[config.mk]
export PLATFORM = sky130hd
export DESIGN_NAME = forth_data_stack_alu_unit
export DESIGN_NICKNAME = d
export VERILOG_FILES = /design/src/rtl/fdsa_pkg.sv /design/src/rtl/fdsa_div.sv /design/src/rtl/fdsa_dpath.sv /design/src/rtl/fdsa_ctrl.sv /design/src/rtl/forth_data_stack_alu_unit.sv
export SDC_FILE = /design/constraint.sdc
export NUM_CORES = 2
export LEC_CHECK = 0
export ABC_CLOCK_PERIOD_IN_PS = 7700
export BUFFER_PORTS_ARGS = -buffer_cell sky130_fd_sc_hd__buf_2
export CORE_MARGIN = 1.5
export CORE_UTILIZATION = 55
export DETAILED_ROUTE_END_ITERATION = 10
export HOLD_SLACK_MARGIN = 0.03
export PLACE_DENSITY = 0.71
export SYNTH_ARGS = -nofsm -noshare
export SYNTH_HDL_FRONTEND = slang
export SYNTH_HIERARCHICAL = 1
export SYNTH_SLANG_ARGS = --single-unit
[constraint.sdc]
create_clock -name clock -period 7.7 [get_ports clock]
set_input_delay 0.385 -clock clock [delete_from_list [all_inputs] [get_ports clock]]
set_output_delay 0.385 -clock clock [all_outputs]
set_load 0.02 [all_outputs]
[src/rtl/fdsa_pkg.sv]
// ----------------------------------------------------------------------------
// fdsa_pkg
// shared types and constants for the forth data stack alu unit
// ----------------------------------------------------------------------------
package fdsa_pkg;

   // field widths
   localparam int DATA_W          = 32;
   localparam int MODE_W          = 4;
   localparam int STATUS_W        = 2;
   localparam int DEPTH_W         = 7;
   localparam int STACK_DEPTH_DEF = 64;

   // word codes carried in the request
   typedef enum logic [MODE_W-1:0] {
      MODE_PUSH     = 4'd0,
      MODE_DUP      = 4'd1,
      MODE_DROP     = 4'd2,
      MODE_LESS     = 4'd3,
      MODE_GREATER  = 4'd4,
      MODE_EQUAL    = 4'd5,
      MODE_DIVIDE   = 4'd6,
      MODE_MULTIPLY = 4'd7,
      MODE_SUBTRACT = 4'd8,
      MODE_ADD      = 4'd9,
      MODE_PRINT    = 4'd10
   } mode_type;

   // result status codes
   typedef enum logic [STATUS_W-1:0] {
      STATUS_OK    = 2'd0,
      STATUS_UNDER = 2'd1,
      STATUS_OVER  = 2'd2,
      STATUS_DIVZ  = 2'd3
   } status_type;

   // controller states
   typedef enum logic [1:0] {
      ST_IDLE  = 2'd0,
      ST_FETCH = 2'd1,
      ST_DIV   = 2'd2,
      ST_DONE  = 2'd3
   } state_type;

   // controller to datapath commands
   typedef struct packed {
      logic load;       // latch request, read top two entries
      logic fetch;      // operands valid, register alu result and status
      logic div_start;  // launch the iterative divider
      logic commit;     // update stack and load response register
   } ctrl_cmd_type;

   // datapath to controller status
   typedef struct packed {
      logic div_go;     // divide word with valid operands and a nonzero divisor
      logic div_done;   // divider quotient ready
   } dp_stat_type;

endpackage

[src/rtl/fdsa_div.sv]
// ----------------------------------------------------------------------------
// fdsa_div
// radix-2 restoring signed divider, quotient truncated toward zero
// ----------------------------------------------------------------------------
module fdsa_div (
   input  logic                          clock,
   input  logic                          reset,
   input  logic                          start,
   input  logic [fdsa_pkg::DATA_W-1:0]   dividend,
   input  logic [fdsa_pkg::DATA_W-1:0]   divisor,
   output logic                          done,
   output logic [fdsa_pkg::DATA_W-1:0]   quotient
);

   localparam int DW = fdsa_pkg::DATA_W;
   localparam int SW = $clog2(DW);

   logic          busy_ff;
   logic          fin_ff;
   logic [SW-1:0] step_ff;
   logic          neg_ff;
   logic [DW-1:0] rem_ff;
   logic [DW-1:0] quo_ff;
   logic [DW-1:0] dvs_ff;

   logic [DW:0]   shifted;
   logic [DW:0]   trial;

   // one quotient bit per cycle
   assign shifted = {rem_ff, quo_ff[DW-1]};
   assign trial   = shifted - {1'b0, dvs_ff};

   // control: busy while the quotient bits are resolved, then a done pulse
   always_ff @(posedge clock) begin
      if (reset) begin
         busy_ff <= 1'b0;
         fin_ff  <= 1'b0;
         step_ff <= '0;
      end else begin
         fin_ff <= 1'b0;
         if (start) begin
            busy_ff <= 1'b1;
            step_ff <= '0;
         end else if (busy_ff) begin
            step_ff <= step_ff + SW'(1);
            if (step_ff == SW'(DW - 1)) begin
               busy_ff <= 1'b0;
               fin_ff  <= 1'b1;
            end
         end
      end
   end

   // operand magnitudes and partial remainder
   always_ff @(posedge clock) begin
      if (start) begin
         neg_ff <= dividend[DW-1] ^ divisor[DW-1];
         rem_ff <= '0;
         quo_ff <= dividend[DW-1] ? (DW'(0) - dividend) : dividend;
         dvs_ff <= divisor[DW-1] ? (DW'(0) - divisor) : divisor;
      end else if (busy_ff) begin
         if (!trial[DW]) begin
            rem_ff <= trial[DW-1:0];
            quo_ff <= {quo_ff[DW-2:0], 1'b1};
         end else begin
            rem_ff <= shifted[DW-1:0];
            quo_ff <= {quo_ff[DW-2:0], 1'b0};
         end
      end
   end

   // sign fix on the way out
   assign done     = fin_ff;
   assign quotient = neg_ff ? (DW'(0) - quo_ff) : quo_ff;

endmodule

[src/rtl/fdsa_dpath.sv]
// ----------------------------------------------------------------------------
// fdsa_dpath
// stack memory, depth counter, alu, divider and response register
// ----------------------------------------------------------------------------
module fdsa_dpath #(
   parameter int STACK_DEPTH = fdsa_pkg::STACK_DEPTH_DEF
) (
   input  logic                           clock,
   input  logic                           reset,
   input  fdsa_pkg::ctrl_cmd_type         cmd,
   output fdsa_pkg::dp_stat_type          stat,
   input  logic [fdsa_pkg::MODE_W-1:0]    req_mode,
   input  logic [fdsa_pkg::DATA_W-1:0]    req_literal,
   output logic [fdsa_pkg::STATUS_W-1:0]  rsp_status,
   output logic                           rsp_print_valid,
   output logic [fdsa_pkg::DATA_W-1:0]    rsp_print_value,
   output logic [fdsa_pkg::DEPTH_W-1:0]   rsp_depth
);

   localparam int DW = fdsa_pkg::DATA_W;
   localparam int AW = $clog2(STACK_DEPTH);
   localparam int CW = $clog2(STACK_DEPTH + 1);
   localparam logic [CW-1:0] FULL = CW'(STACK_DEPTH);

   logic [DW-1:0] stack_mem [STACK_DEPTH];

   fdsa_pkg::mode_type   mode_ff;
   fdsa_pkg::mode_type   req_word;
   fdsa_pkg::status_type err_ff;
   fdsa_pkg::status_type err_in;
   fdsa_pkg::status_type status_ff;
   logic [DW-1:0]        lit_ff;
   logic [DW-1:0]        opr_ff;
   logic [DW-1:0]        opl_ff;
   logic [DW-1:0]        res_ff;
   logic [DW-1:0]        res_in;
   logic [CW-1:0]        cnt_ff;
   logic [CW-1:0]        cnt_in;

   logic [fdsa_pkg::STATUS_W-1:0] out_status_ff;
   logic                          out_pv_ff;
   logic [DW-1:0]                 out_pval_ff;
   logic [fdsa_pkg::DEPTH_W-1:0]  out_depth_ff;

   logic [AW-1:0] addr_r;
   logic [AW-1:0] addr_l;
   logic          req_unary;
   logic          req_binary;
   logic          op_grow;
   logic          op_shrink;
   logic          op_binary;
   logic          ok;
   logic          mem_we;
   logic [AW-1:0] mem_wa;
   logic [DW-1:0] mem_wd;
   logic [DW-1:0] quotient;
   logic          div_done;

   // request checks against the current depth
   assign req_word   = fdsa_pkg::mode_type'(req_mode);
   assign req_unary  = (req_word == fdsa_pkg::MODE_DUP) || (req_word == fdsa_pkg::MODE_DROP)
                       || (req_word == fdsa_pkg::MODE_PRINT);
   assign req_binary = (req_mode >= fdsa_pkg::MODE_LESS) && (req_mode <= fdsa_pkg::MODE_ADD);

   always_comb begin
      if (req_unary && (cnt_ff == '0)) begin
         err_in = fdsa_pkg::STATUS_UNDER;
      end else if (req_binary && (cnt_ff < CW'(2))) begin
         err_in = fdsa_pkg::STATUS_UNDER;
      end else if (((req_word == fdsa_pkg::MODE_PUSH) || (req_word == fdsa_pkg::MODE_DUP))
                   && (cnt_ff == FULL)) begin
         err_in = fdsa_pkg::STATUS_OVER;
      end else begin
         err_in = fdsa_pkg::STATUS_OK;
      end
   end

   // read addresses of the top two entries
   assign addr_r = cnt_ff[AW-1:0] - AW'(1);
   assign addr_l = cnt_ff[AW-1:0] - AW'(2);

   // request capture
   always_ff @(posedge clock) begin
      if (cmd.load) begin
         mode_ff <= req_word;
         lit_ff  <= req_literal;
         err_ff  <= err_in;
      end
   end

   // stack memory, registered reads
   always_ff @(posedge clock) begin
      if (cmd.load) begin
         opr_ff <= stack_mem[addr_r];
         opl_ff <= stack_mem[addr_l];
      end
      if (mem_we) begin
         stack_mem[mem_wa] <= mem_wd;
      end
   end

   // combinational alu words, registered on fetch
   always_comb begin
      case (mode_ff)
         fdsa_pkg::MODE_LESS:     res_in = DW'($signed(opl_ff) < $signed(opr_ff));
         fdsa_pkg::MODE_GREATER:  res_in = DW'($signed(opr_ff) < $signed(opl_ff));
         fdsa_pkg::MODE_EQUAL:    res_in = DW'(opl_ff == opr_ff);
         fdsa_pkg::MODE_MULTIPLY: res_in = opl_ff * opr_ff;
         fdsa_pkg::MODE_SUBTRACT: res_in = opl_ff - opr_ff;
         default:                 res_in = opl_ff + opr_ff;
      endcase
   end

   assign stat.div_go   = (err_ff == fdsa_pkg::STATUS_OK) && (mode_ff == fdsa_pkg::MODE_DIVIDE)
                          && (opr_ff != '0);
   assign stat.div_done = div_done;

   // alu result and final status
   always_ff @(posedge clock) begin
      if (cmd.fetch) begin
         res_ff <= res_in;
         if ((err_ff == fdsa_pkg::STATUS_OK) && (mode_ff == fdsa_pkg::MODE_DIVIDE)
             && (opr_ff == '0)) begin
            status_ff <= fdsa_pkg::STATUS_DIVZ;
         end else begin
            status_ff <= err_ff;
         end
      end
   end

   fdsa_div u_div (
      .clock    (clock),
      .reset    (reset),
      .start    (cmd.div_start),
      .dividend (opl_ff),
      .divisor  (opr_ff),
      .done     (div_done),
      .quotient (quotient)
   );

   // stack update on commit
   assign ok        = (status_ff == fdsa_pkg::STATUS_OK);
   assign op_binary = (mode_ff >= fdsa_pkg::MODE_LESS) && (mode_ff <= fdsa_pkg::MODE_ADD);
   assign op_grow   = (mode_ff == fdsa_pkg::MODE_PUSH) || (mode_ff == fdsa_pkg::MODE_DUP);
   assign op_shrink = op_binary || (mode_ff == fdsa_pkg::MODE_DROP)
                      || (mode_ff == fdsa_pkg::MODE_PRINT);
   assign mem_we    = cmd.commit && ok && (op_grow || op_binary);
   assign mem_wa    = op_grow ? cnt_ff[AW-1:0] : addr_l;

   always_comb begin
      if (mode_ff == fdsa_pkg::MODE_PUSH) begin
         mem_wd = lit_ff;
      end else if (mode_ff == fdsa_pkg::MODE_DUP) begin
         mem_wd = opr_ff;
      end else if (mode_ff == fdsa_pkg::MODE_DIVIDE) begin
         mem_wd = quotient;
      end else begin
         mem_wd = res_ff;
      end
   end

   always_comb begin
      if (ok && op_grow) begin
         cnt_in = cnt_ff + CW'(1);
      end else if (ok && op_shrink) begin
         cnt_in = cnt_ff - CW'(1);
      end else begin
         cnt_in = cnt_ff;
      end
   end

   // depth counter
   always_ff @(posedge clock) begin
      if (reset) begin
         cnt_ff <= '0;
      end else if (cmd.commit) begin
         cnt_ff <= cnt_in;
      end
   end

   // response register
   always_ff @(posedge clock) begin
      if (cmd.commit) begin
         out_status_ff <= status_ff;
         out_pv_ff     <= ok && (mode_ff == fdsa_pkg::MODE_PRINT);
         out_pval_ff   <= (ok && (mode_ff == fdsa_pkg::MODE_PRINT)) ? opr_ff : '0;
         out_depth_ff  <= fdsa_pkg::DEPTH_W'(cnt_in);
      end
   end

   assign rsp_status      = out_status_ff;
   assign rsp_print_valid = out_pv_ff;
   assign rsp_print_value = out_pval_ff;
   assign rsp_depth       = out_depth_ff;

   // depth never passes the stack size
   assert property (@(posedge clock) disable iff (reset) cnt_ff <= FULL)
      else $error("stack count beyond stack depth");

   // a good push grows the stack by exactly one
   assert property (@(posedge clock) disable iff (reset)
      (cmd.commit && ok && (mode_ff == fdsa_pkg::MODE_PUSH))
      |=> (cnt_ff == $past(cnt_ff) + CW'(1)))
      else $error("push did not grow the stack");

endmodule

[src/rtl/fdsa_ctrl.sv]
// ----------------------------------------------------------------------------
// fdsa_ctrl
// sequencer for one word: accept, operand fetch, divide wait, commit
// ----------------------------------------------------------------------------
module fdsa_ctrl (
   input  logic                     clock,
   input  logic                     reset,
   input  logic                     req_tvalid,
   output logic                     req_tready,
   output logic                     rsp_tvalid,
   input  logic                     rsp_tready,
   output fdsa_pkg::ctrl_cmd_type   cmd,
   input  fdsa_pkg::dp_stat_type    stat
);

   fdsa_pkg::state_type state_ff;
   fdsa_pkg::state_type state_in;
   logic                rsp_valid_ff;
   logic                out_free;

   assign out_free = !rsp_valid_ff || rsp_tready;

   // state register
   always_ff @(posedge clock) begin
      if (reset) begin
         state_ff <= fdsa_pkg::ST_IDLE;
      end else begin
         state_ff <= state_in;
      end
   end

   // next state
   always_comb begin
      state_in = state_ff;
      case (state_ff)
         fdsa_pkg::ST_IDLE: begin
            if (req_tvalid) begin
               state_in = fdsa_pkg::ST_FETCH;
            end
         end
         fdsa_pkg::ST_FETCH: begin
            state_in = stat.div_go ? fdsa_pkg::ST_DIV : fdsa_pkg::ST_DONE;
         end
         fdsa_pkg::ST_DIV: begin
            if (stat.div_done) begin
               state_in = fdsa_pkg::ST_DONE;
            end
         end
         fdsa_pkg::ST_DONE: begin
            if (out_free) begin
               state_in = fdsa_pkg::ST_IDLE;
            end
         end
         default: begin
            state_in = fdsa_pkg::ST_IDLE;
         end
      endcase
   end

   // outputs
   always_comb begin
      req_tready = 1'b0;
      cmd        = '0;
      case (state_ff)
         fdsa_pkg::ST_IDLE: begin
            req_tready = 1'b1;
            cmd.load   = req_tvalid;
         end
         fdsa_pkg::ST_FETCH: begin
            cmd.fetch     = 1'b1;
            cmd.div_start = stat.div_go;
         end
         fdsa_pkg::ST_DONE: begin
            cmd.commit = out_free;
         end
         default: begin
            cmd = '0;
         end
      endcase
   end

   // response valid flag
   always_ff @(posedge clock) begin
      if (reset) begin
         rsp_valid_ff <= 1'b0;
      end else if (cmd.commit) begin
         rsp_valid_ff <= 1'b1;
      end else if (rsp_tready) begin
         rsp_valid_ff <= 1'b0;
      end
   end

   assign rsp_tvalid = rsp_valid_ff;

   // a pending response is never overwritten
   assert property (@(posedge clock) disable iff (reset)
      cmd.commit |-> (!rsp_valid_ff || rsp_tready))
      else $error("response overwritten before transaction");

   // divider finishes only while the sequencer waits for it
   assert property (@(posedge clock) disable iff (reset)
      stat.div_done |-> (state_ff == fdsa_pkg::ST_DIV))
      else $error("divider done outside divide wait");

endmodule

[src/rtl/forth_data_stack_alu_unit.sv]
// ----------------------------------------------------------------------------
// forth_data_stack_alu_unit
// forth data stack with integer alu, one response per request word
// ----------------------------------------------------------------------------
// usage:
//   req channel carries one word per transaction: the word code in tuser and
//   the literal (used by push only) in tdata. rsp channel returns one
//   response per word: status and print flag in tuser, printed value and
//   stack depth in tdata.
//   rsp_tvalid rises once the word has passed the fetch and done states;
//   a divide word also waits in the divide state while the radix-2 divider
//   resolves one quotient bit per cycle and then raises its registered done
//   flag. a new request is taken only after the response of the previous
//   word is loaded, once the sequencer is back in idle.
//   the stack store is a single memory with two registered read ports;
//   the operand fetch cycle comes from its read register.
//   reset clears the depth counter and the response valid flag; the stack
//   memory itself is not cleared and needs no sweep.
//   when the receiver stalls, the response register holds; a new request is
//   still taken and worked, and its result waits until the held response
//   has completed its transaction.
// ----------------------------------------------------------------------------
module forth_data_stack_alu_unit #(
   parameter int STACK_DEPTH = fdsa_pkg::STACK_DEPTH_DEF
) (
   input  logic        clock,
   input  logic        reset,
   input  logic        req_tvalid,
   output logic        req_tready,
   input  logic [31:0] req_tdata,   // [31:0] literal
   input  logic [3:0]  req_tuser,   // [3:0] mode
   output logic        rsp_tvalid,
   input  logic        rsp_tready,
   output logic [39:0] rsp_tdata,   // [31:0] print_value, [38:32] depth, [39] zero
   output logic [2:0]  rsp_tuser    // [1:0] status, [2] print_valid
);

   fdsa_pkg::ctrl_cmd_type cmd;
   fdsa_pkg::dp_stat_type  stat;

   logic [fdsa_pkg::STATUS_W-1:0] rsp_status;
   logic                          rsp_print_valid;
   logic [fdsa_pkg::DATA_W-1:0]   rsp_print_value;
   logic [fdsa_pkg::DEPTH_W-1:0]  rsp_depth;

   fdsa_ctrl u_ctrl (
      .clock      (clock),
      .reset      (reset),
      .req_tvalid (req_tvalid),
      .req_tready (req_tready),
      .rsp_tvalid (rsp_tvalid),
      .rsp_tready (rsp_tready),
      .cmd        (cmd),
      .stat       (stat)
   );

   fdsa_dpath #(
      .STACK_DEPTH (STACK_DEPTH)
   ) u_dpath (
      .clock           (clock),
      .reset           (reset),
      .cmd             (cmd),
      .stat            (stat),
      .req_mode        (req_tuser),
      .req_literal     (req_tdata),
      .rsp_status      (rsp_status),
      .rsp_print_valid (rsp_print_valid),
      .rsp_print_value (rsp_print_value),
      .rsp_depth       (rsp_depth)
   );

   // response packing
   assign rsp_tdata = {1'b0, rsp_depth, rsp_print_value};
   assign rsp_tuser = {rsp_print_valid, rsp_status};

endmodule

==> flow_summary.ini <==
[run_status]
status = finished clean

[placement]
place_congestion = 1.04
port_buffers = 83
dp_hpwl_um = 274000

[sta]
slew_headroom_pct = 7.29
setup_viol = 0
fmaxAchievable_mhz = 132
post-route-period-util_pct = 98.6
tns_ps = 0
hold_viol = 0
rsz0062_at_grt = yes
post-route-min-period_ps = 7600
slew_violations = 0
worst_pin_slew_ps = 1380
clock-skew-final_ps = 76.4

[global_route]
grt_max_degree = 141
met1_usage_pct = 47.8
grt_pass1_vias = 81000
grt_pass1_wl_um = 600000
grt_util_met3_pct = 9.97
grt.overflow.total = 0
antenna_found_initial = 33
grt.busiest_layer = met2
global_route.usage.met2_pct = 56.1
grt_usage_pct = 36.0

[die]
start_util_pct = 55.4
fp.dieArea_sq_um = 238000
die_h_um = 487
core_sq_um = 233000
fp.dieW_um = 487
num_rows = 177
io-pin-count = 85

[finish]
num-fill-cells = 16600
multi_input_area_sq_um = 56300
areaGrowthSynthToFinish_pct = 11.3
register_area_sq_um = 69800
drive_gt1_share_pct = 27.9
finalNetCount = 8808

[hold_path]
min_path_cells = 2
holdPathEnd = u_dpath/lit_ff[10]
hp-class = in2reg
hp-start = req_tdata[10]

[clocking]
root_buffer = clkbuf_16
cts_sinks = 2340
cts_tree = built
cts_made_buffers = 235
clock_latency_ps = 940
clock_path_buffers = 3
path_clk_slew_ps = 70
h-tree-depth = 4

[route]
wire_per_inst_um = 37.1
drc = 0
drt_first_pass_iters = 6
viasPerCell = 7.14
vias = 81700
ant_nets = 0
drt_iter0_markers = 12300
wirelength_um = 424000

[synth]
syn_area_sq_um = 129000
synth_area_leader_cell = edfxtp_1
yosysSeqAreaShare_pct = 54.1
synth.most_common_cell = edfxtp_1
synthTopCellsByCount = 2291 x edfxtp_1, 1302 x mux4_2, 574 x nor2_1, 516 x inv_1, 491 x nand2_1
yosysUniqueCellTypes = 108
syn_inst = 7884
synth_flop_cell = edfxtp_1
ys_warn_count = 6
synth_enable_flop_cells = 2291
syn_avg_cell_area_sq_um = 16.4
ys_ff_latch = 2340
syn-num-nets = 8600
async_flop_share_pct = 0
synth_top_area_share_pct = 53.3
synth_area_leaders = edfxtp_1 53%, mux4_2 23%, fa_1 6.4%

[critical_path]
cp_slowest_cell = fa_1
r2r-end = u_dpath/res_ff[24]
critPathBufInv = 6
critPathLaunchType = register
path_max_fanout = 15
timing.rr.start = u_dpath/opl_ff[6]
worstPathRequired_ps = 8310
max_stage_delay_ps = 510
crit_type = reg2reg
cp_common_cell = fa_1
rrSetupSlack_ps = 100
crit_family = adder cells
reg2reg_depth = 26
cp.arrival_ps = 8210
worst_setup_path_end_kind = register

[job]
drv_cap = 0
## stage by stage
stage / instance area [sq um] / hold WS (ps) / util [%] / setup slack (ps) / cells
final: 144000 / 185 / 61.7 / 104 / 11400
after global routing: 144000 / 174 / 61.7 / -38.3 / 11400
after CTS: 143000 / 124 / 61.6 / -5.32 / 11400
after detailed placement: 136000 / 478 / 58.2 / -731 / 10900
after global placement: 136000 / 479 / 58.2 / -677 / 10900
after floorplan: 129000 / 452 / - / 366 / 7884
## flip-flops by register name, summed over array words and instances (netlist names)
name and cells:
u_dpath/stack_mem 2048, u_dpath/lit_ff 32, u_dpath/opl_ff 32, u_dpath/opr_ff 32, u_dpath/res_ff 32, u_dpath/rsp_print_value 32
u_dpath/u_div/dvs_ff 32, u_dpath/u_div/quo_ff 32, u_dpath/u_div/rem_ff 32, u_dpath/cnt_ff 7, u_dpath/rsp_depth 7, u_dpath/u_div/step_ff 5
u_dpath/mode_ff 4, u_ctrl/state_ff 2, u_dpath/err_ff 2, u_dpath/rsp_status 2, u_dpath/status_ff 2, u_ctrl/rsp_tvalid 1
u_dpath/rsp_print_valid 1, u_dpath/u_div/busy_ff 1, u_dpath/u_div/done 1, u_dpath/u_div/neg_ff 1
## how the worst max path moves through the flow
stage	startpoint	endpoint	slack [ps]	depth (start not counted)
3_5_place_dp	u_dpath/opr_ff[10]	u_dpath/res_ff[24]	-730	25
2_1_floorplan	u_dpath/opr_ff[2]	u_dpath/res_ff[29]	370	27
5_1_grt	u_dpath/opr_ff[2]	u_dpath/res_ff[24]	-40	24
3_3_place_gp	u_dpath/opl_ff[8]	u_dpath/res_ff[24]	-680	25
6_report	u_dpath/opl_ff[6]	u_dpath/res_ff[24]	100	26
4_1_cts	u_dpath/opl_ff[8]	u_dpath/res_ff[24]	-5	25
## repair_timing
item | CTS | global route
cloned | 0 | 0
buffers inserted | 0 | 3
hold buffers | 40 | 0
gates resized for setup | 7 | 27
endpoints found under the hold margin | 53 | 0
pin swaps | 1 | 10
setup endpoints to repair | 5 | 7
## cell usage in the layout, fill, tap and decap left out, drive strengths merged, types with 25 or more instances in the layout
| cell | n |
|---|---|
| clkinv | 138 |
| nor2b | 60 |
| nand2 | 491 |
| mux4 | 1302 |
| xor2 | 83 |
| a31oi | 82 |
| ha | 265 |
| nor3 | 47 |
| o21ai | 128 |
| edfxtp | 2291 |
| or3 | 25 |
| dlygate4sd3 | 40 |
| a21oi | 152 |
| o22ai | 26 |
| and2 | 86 |
| dfxtp | 49 |
| clkbuf | 280 |
| nand2b | 34 |
| fa | 411 |
| a211oi | 90 |
| buf | 460 |
| nor2 | 575 |
| xnor2 | 132 |
| inv | 531 |
| o31ai | 41 |
| a311oi | 29 |
| a21o | 36 |
| nand3 | 55 |
## worst reg2reg max path: stages (launching register included)
cell and delay, ps:
edfxtp_1 370, buf_6 290, ha_1 260, inv_1 130
fa_1 510, inv_1 60, fa_1 510, inv_1 50
fa_1 430, fa_1 510, inv_1 40, ha_1 260
ha_1 310, fa_1 500, fa_1 420, ha_1 380
a211oi_1 110, o21ai_0 260, a22oi_1 130, buf_4 170
a21boi_4 200, o21ai_0 130, a21boi_1 220, o31a_1 280
nor3_1 110, a311oi_4 490, o22ai_2 220
## cell families (layout without fill, tap and decap cells)
| kind of cell | count (synthesis) | count (layout) | share of synthesized area, % |
|---|---|---|---|
| fa+ha+maj | 676 | 676 | 8.95 |
| buf+inv | 1062 | 1478 | 3.28 |
| other cells | 1 | 13 | 0.00291 |
| xor+xnor | 215 | 215 | 1.47 |
| mux | 1321 | 1321 | 22.9 |
| flops | 2340 | 2340 | 54.1 |
| simple gates | 1502 | 1502 | 5.25 |
| compound gates | 767 | 767 | 4.10 |
## layout make-up
type                    instances  area share [%]
inverters                     533            1.39
multi-input cells            4482            39.2
clock inverters               165            1.02
repair buffers                500            2.85
flip-flops and latches       2340            48.6
well taps                    3132            2.73
clock buffers                 280            4.24
diodes                         12          0.0209
## layer usage
layer,vias to the layer above,share of wire (%)
li1,31500,-
met1,42900,35
met2,6298,47
met3,1017,13
met4,26,5.1
met5,-,0.035
Power is not shown: default switching activity piles up to over one toggle a cycle in this logic, so the estimate is an artifact.
